`config.mk`:
```
export PLATFORM = sky130hd
export DESIGN_NAME = mvn_front
export DESIGN_NICKNAME = d
export VERILOG_FILES = /design/src/sv/mvn_pkg.sv /design/src/sv/mvn_front.sv
export SDC_FILE = /design/constraint.sdc
export NUM_CORES = 1
export LEC_CHECK = 0
export BUFFER_PORTS_ARGS = -buffer_cell sky130_fd_sc_hd__buf_2
export CAP_MARGIN = 20
export CELL_PAD_IN_SITES_DETAIL_PLACEMENT = 1
export CELL_PAD_IN_SITES_GLOBAL_PLACEMENT = 1
export CORE_ASPECT_RATIO = 1.25
export CORE_UTILIZATION = 45
export DETAILED_ROUTE_END_ITERATION = 8
export PLACE_DENSITY_LB_ADDON = 0.1
export SLEW_MARGIN = 20
export SYNTH_ARGS = -nofsm -noshare
export SYNTH_HDL_FRONTEND = slang
export SYNTH_SLANG_ARGS = --single-unit
```
`constraint.sdc`:
```
create_clock -name clk -period 6.22 [get_ports clk]
set_input_delay 1.244 -clock clk [delete_from_list [all_inputs] [get_ports clk]]
set_output_delay 1.244 -clock clk [all_outputs]
set_load 0.02 [all_outputs]
```
`src/sv/mvn_pkg.sv`:
```
package mvn_pkg;

	localparam logic [1:0] FUNC_WRITE = 2'd0;
	localparam logic [1:0] FUNC_TRI   = 2'd1;
	localparam logic [1:0] FUNC_READ  = 2'd2;

	localparam logic KIND_FACE   = 1'b0;
	localparam logic KIND_VERTEX = 1'b1;

	localparam int IDX_IN_W = 10;
	localparam int POS_W    = 16;
	localparam int NORM_W   = 16;
	localparam int SUM_W    = 24;
	localparam int CNT_W    = 8;

	localparam logic signed [SUM_W:0] SUM_MAX = 25'sd8388607;
	localparam logic signed [SUM_W:0] SUM_MIN = -25'sd8388608;
	localparam logic [CNT_W-1:0]      CNT_SAT = 8'd255;
	localparam logic [16:0]           ONE_Q14 = 17'd16384;

	typedef struct packed {
		logic [1:0]              func;
		logic [IDX_IN_W-1:0]     index_a;
		logic [IDX_IN_W-1:0]     index_b;
		logic [IDX_IN_W-1:0]     index_c;
		logic signed [POS_W-1:0] pos_x;
		logic signed [POS_W-1:0] pos_y;
		logic signed [POS_W-1:0] pos_z;
	} in_beat_t;

	typedef struct packed {
		logic                     kind;
		logic signed [NORM_W-1:0] norm_x;
		logic signed [NORM_W-1:0] norm_y;
		logic signed [NORM_W-1:0] norm_z;
		logic                     degenerate;
		logic [CNT_W-1:0]         share_count;
	} out_beat_t;

endpackage

```
`src/sv/mvn_front.sv`:
```
module mvn_front #(
	parameter int MAX_VERTICES = 1024,
	parameter int COORD_BITS = 16
) (
	input  logic                                     clk,
	input  logic                                     arst_n,
	input  logic                                     in_valid,
	output logic                                     in_stall,
	input  mvn_pkg::in_beat_t                        in_data,
	input  logic                                     clearing,
	output logic                                     q_valid,
	output logic [1:0]                               q_op,
	output logic [$clog2(MAX_VERTICES)-1:0]          q_ia,
	output logic [$clog2(MAX_VERTICES)-1:0]          q_ib,
	output logic [$clog2(MAX_VERTICES)-1:0]          q_ic,
	output logic [COORD_BITS-1:0]                    q_px,
	output logic [COORD_BITS-1:0]                    q_py,
	output logic [COORD_BITS-1:0]                    q_pz,
	input  logic                                     q_pop
);
	import mvn_pkg::*;

	localparam int IDX_W  = $clog2(MAX_VERTICES);
	localparam int WRAP_W = 20;

	typedef struct packed {
		logic [1:0]            op;
		logic [IDX_W-1:0]      ia;
		logic [IDX_W-1:0]      ib;
		logic [IDX_W-1:0]      ic;
		logic [COORD_BITS-1:0] px;
		logic [COORD_BITS-1:0] py;
		logic [COORD_BITS-1:0] pz;
	} qent_t;

	// Index modulo the vertex count, by restoring subtraction of shifted multiples.
	function automatic logic [IDX_W-1:0] wrap_idx(input logic [IDX_IN_W-1:0] v);
		logic [WRAP_W-1:0] r;
		r = WRAP_W'(v);
		if (MAX_VERTICES < 1024) begin
			for (int b = IDX_IN_W - 1; b >= 0; b--) begin
				if (r >= (WRAP_W'(MAX_VERTICES) << b))
					r = r - (WRAP_W'(MAX_VERTICES) << b);
			end
		end
		return r[IDX_W-1:0];
	endfunction

	qent_t             ent_q [2];
	qent_t             new_ent;
	logic              wp_q, rp_q;
	logic [1:0]        cnt_q;
	logic              push;
	logic [WRAP_W-1:0] ext_x, ext_y, ext_z;

	assign in_stall = clearing || (cnt_q == 2'd2);
	assign push = in_valid && !in_stall &&
		(in_data.func inside {FUNC_WRITE, FUNC_TRI, FUNC_READ});

	// Coordinates above the field width come in as zero bits.
	assign ext_x = {4'b0000, in_data.pos_x};
	assign ext_y = {4'b0000, in_data.pos_y};
	assign ext_z = {4'b0000, in_data.pos_z};

	always_comb begin
		new_ent.op = in_data.func;
		new_ent.ia = wrap_idx(in_data.index_a);
		new_ent.ib = wrap_idx(in_data.index_b);
		new_ent.ic = wrap_idx(in_data.index_c);
		new_ent.px = ext_x[COORD_BITS-1:0];
		new_ent.py = ext_y[COORD_BITS-1:0];
		new_ent.pz = ext_z[COORD_BITS-1:0];
	end

	always_ff @(posedge clk or negedge arst_n) begin
		if (!arst_n) begin
			wp_q  <= 1'b0;
			rp_q  <= 1'b0;
			cnt_q <= 2'd0;
		end else begin
			if (push)
				wp_q <= !wp_q;
			if (q_pop)
				rp_q <= !rp_q;
			cnt_q <= cnt_q + 2'(push) - 2'(q_pop);
		end
	end

	always_ff @(posedge clk) begin
		if (push)
			ent_q[wp_q] <= new_ent;
	end

	assign q_valid = (cnt_q != 2'd0);
	assign q_op    = ent_q[rp_q].op;
	assign q_ia    = ent_q[rp_q].ia;
	assign q_ib    = ent_q[rp_q].ib;
	assign q_ic    = ent_q[rp_q].ic;
	assign q_px    = ent_q[rp_q].px;
	assign q_py    = ent_q[rp_q].py;
	assign q_pz    = ent_q[rp_q].pz;

endmodule

```
==> run_results.csv <==
group,metric,value,unit
power,p_leak,3.18,nW
worst_setup_path,rrSetupSlack,3920,ps
drt,vias_per_cell,4.83,
logic_synthesis,syn_area_per_cell,23.9,um^2
sta,setup_viol,0,
sta,hold_violations,0,
cells_and_area,num-nets-final,537,
logic_synthesis,ys_top_cells_by_area,"edfxtp_1 75%, mux2_4 19%, buf_12 2.5%",
power,clockPowerShare,28.7,%
cells_and_area,post-route-util,57.1,%
floorplanning,die_h,135,um
grt,grt_pass1_vias,3336,
logic_synthesis,synth_ff_type,"edfxtp_1",
cells_and_area,syn_to_final_growth,23.8,%
clock_tree,cts_setup_buffers,0,
sta,drv_slew,0,
flow_run,max_cap_violations,0,
worst_setup_path,cp_cell_sequence,"buf_4 -> mux2_4 -> buf_2",
floorplanning,coreArea,13900,um^2
sta,slew_headroom,30.3,%
logic_synthesis,synth_top_area_share,75.1,%
logic_synthesis,ys_warn_count,0,
worst_setup_path,cp-end-kind,"primary output",
clock_tree,clk_pin_slew_worst_paths,60,ps
logic_synthesis,ys_seq_area_share,76.6,%
clock_tree,numClockSinks,164,
worst_hold_path,hp-class,"reg2reg",
worst_setup_path,crit_fanout,55,
clock_tree,cts_max_path_buffers,2,
power,power.total,3.46,mW
logic_synthesis,async_reset_ff_share,2.44,%
sta,setup-tns-final,0,ps
cells_and_area,final.fill_count,1246,
worst_setup_path,r2r_cells,5,
floorplanning,die_w,109,um
drt,vias,3087,
worst_setup_path,crit_path_max_incr_delay,1130,ps
drt,drt-total-wl,11200,um
power,power.density,437,nW/um^2
placement,port_buffers,166,
grt,gr-usage-all-layers,16.1,%
sta,clock_skew,5.46,ps
power,switching_share,29.8,%
drt,drtPass1Iterations,4,
logic_synthesis,yosys_register_bits,164,
floorplanning,pin_count,167,
clock_tree,cts_resized,0,
power,p_sw,1.03,mW
drt,wl_per_cell,17.6,um
logic_synthesis,yosysTopAreaCell,"edfxtp_1",
worst_setup_path,worst-path-stages,3,
placement,placed_area,7360,um^2
outcome,status,"finished clean",
worst_setup_path,crit_required,4980,ps
worst_setup_path,path_buf_inv,2,
worst_setup_path,critical_path.slowest_cell,"dfrtp_4",
grt,grt_max_degree,56,
logic_synthesis,yosysMostFrequentCell,"edfxtp_1",
placement,gp_congestion,0.673,
logic_synthesis,synth_edf_count,160,
cells_and_area,drive_gt1_share,61.8,%
power,p_int,2.43,mW
logic_synthesis,synthDistinctLibCells,16,
floorplanning,num_rows,48,
worst_setup_path,worstPathArrival,2680,ps
logic_synthesis,syn_inst,268,
worst_setup_path,critPathKind,"reg2out",
sta,fin_crit,3930,ps
power,ir_drop,268,uV
logic_synthesis,syn-num-nets,355,
clock_tree,clock_latency,420,ps
sta,fin_crit_sh,63.2,%
sta,grt_setup_unrepaired,"no",
drt,ant_nets,0,
power,p_comb_share,28.6,%
drt,drcViolationCount,0,
cells_and_area,fin_cells,639,
sta,worst_slew_pin_slew,1050,ps
grt,grt_overflow,0,
grt,antenna_found_initial,2,
worst_setup_path,start_kind,"flip-flop",
clock_tree,cts.htree.levels,4,
drt,dr.first_iter.drc_count,105,
worst_setup_path,cp_top_family,"flip-flops",
power,seqPwrFrac,42.7,%
placement,dp_hpwl,7360,um
clock_tree,clock_tree.root_cell,"clkbuf_16",
grt,grt_pass1_wl,17000,um
floorplanning,initial_core_util,46.1,%
worst_hold_path,min_path_cells,1,
floorplanning,die-area,14700,um^2
clock_tree,tritoncts,"done",
clock_tree,hold_buffers,0,
sta,max_freq,0.255,GHz
clock_tree,cts_buffers,17,
logic_synthesis,syn_area,6400,um^2
placement,place_inst,606,
cells_and_area,stdcell_area,7930,um^2
logic_synthesis,synthTopCellsByCount,"160 x edfxtp_1, 79 x mux2_4, 8 x buf_12, 4 x dfrtp_1, 3 x inv_1",
cell usage in the layout, fill, tap and decap left out:
master / netlist / final
buf_2: 0 / 166
edfxtp_1: 160 / 160
mux2_4: 79 / 79
clkbuf_16: 0 / 17
clkinv_4: 0 / 5
buf_4: 0 / 5
inv_1: 3 / 3
dfrtp_1: 4 / 3
xnor2_1: 2 / 2
nor2_4: 0 / 2
ha_1: 2 / 2
clkbuf_1: 0 / 2
clkinvlp_4: 0 / 2
clkinv_2: 0 / 2
clkinv_1: 0 / 2
bufinv_16: 0 / 2
diode_2: 0 / 1
a21o_1: 1 / 1
a21bo_1: 1 / 1
a211o_4: 1 / 1
mux2_2: 1 / 1
or2_2: 1 / 1
xnor2_2: 1 / 1
xor2_1: 1 / 1
buf_12: 8 / 1
dfrtp_4: 0 / 1
path summary, 6_finish.rpt:
kind | from | end
worst min register to register | cnt_q[0] | cnt_q[0]
max in group asynchronous | arst_n | rp_q
worst max-delay path | rp_q | q_ib[4]
worst max register to register | cnt_q[0] | ent_q[0][52]
worst min-delay path | cnt_q[0] | cnt_q[0]
min in group asynchronous | arst_n | rp_q
state kept, by name (all words and copies together), names as in the netlist:
name,flops
ent_q,160
cnt_q,2
rp_q,1
wp_q,1
metrics by stage:
step                      setup slack, ps  hold WS (ps)
final                                2290           555
after global placement               2470           507
after CTS                            2220           559
after global routing                 2170           570
after floorplan                       628           492
after detailed placement             2680           538
power by group through the flow:
stage | clock network, mW | registers [mW] | logic (mW)
3_5_place_dp | 0 | 1.51 | 1.01
2_1_floorplan | 0 | 1.40 | 0.913
5_1_grt | 1.05 | 1.49 | 1.06
3_3_place_gp | 0 | 1.50 | 0.995
6_report | 0.994 | 1.48 | 0.992
4_1_cts | 1.02 | 1.48 | 1.01
cell families (layout without fill, tap and decap cells):
kind of cell	Yosys count	count (layout)	synth area share, %
other	0	1	0
AO/OA/AOI/OAI	3	3	0.547
multiplexers	80	80	18.7
flip-flops	164	164	76.6
buffers and inverters	12	207	2.85
XOR/XNOR	4	4	0.665
adder cells (fa/ha/maj)	2	2	0.391
AND/OR/NAND/NOR	3	3	0.215
routing by layer:
layer	GRT usage, %	up-vias	part of all wire, %
met5	0	-	0.13
met4	6.31	2	1.6
met3	6.25	20	7.2
met2	27.5	110	52
met1	17.8	1529	39
li1	-	1426	-
layout make-up:
class	instances	area, um^2	area share (%)
multi-input combinational	92	1330	16.8
sequential	164	4910	61.9
timing repair buffer	172	888	11.2
inverter	3	11.3	0.142
clock inverter	13	136	1.72
clock buffer	19	433	5.46
antenna	1	2.50	0.0316
tap	175	219	2.76
worst register-to-register path, stage by stage, from the launching register on:
cell and delay, ps:
dfrtp_1 380, inv_1 80, a211o_4 380, nor2_4 390, buf_12 260, buf_4 430
(Power assumes the default switching activity.)
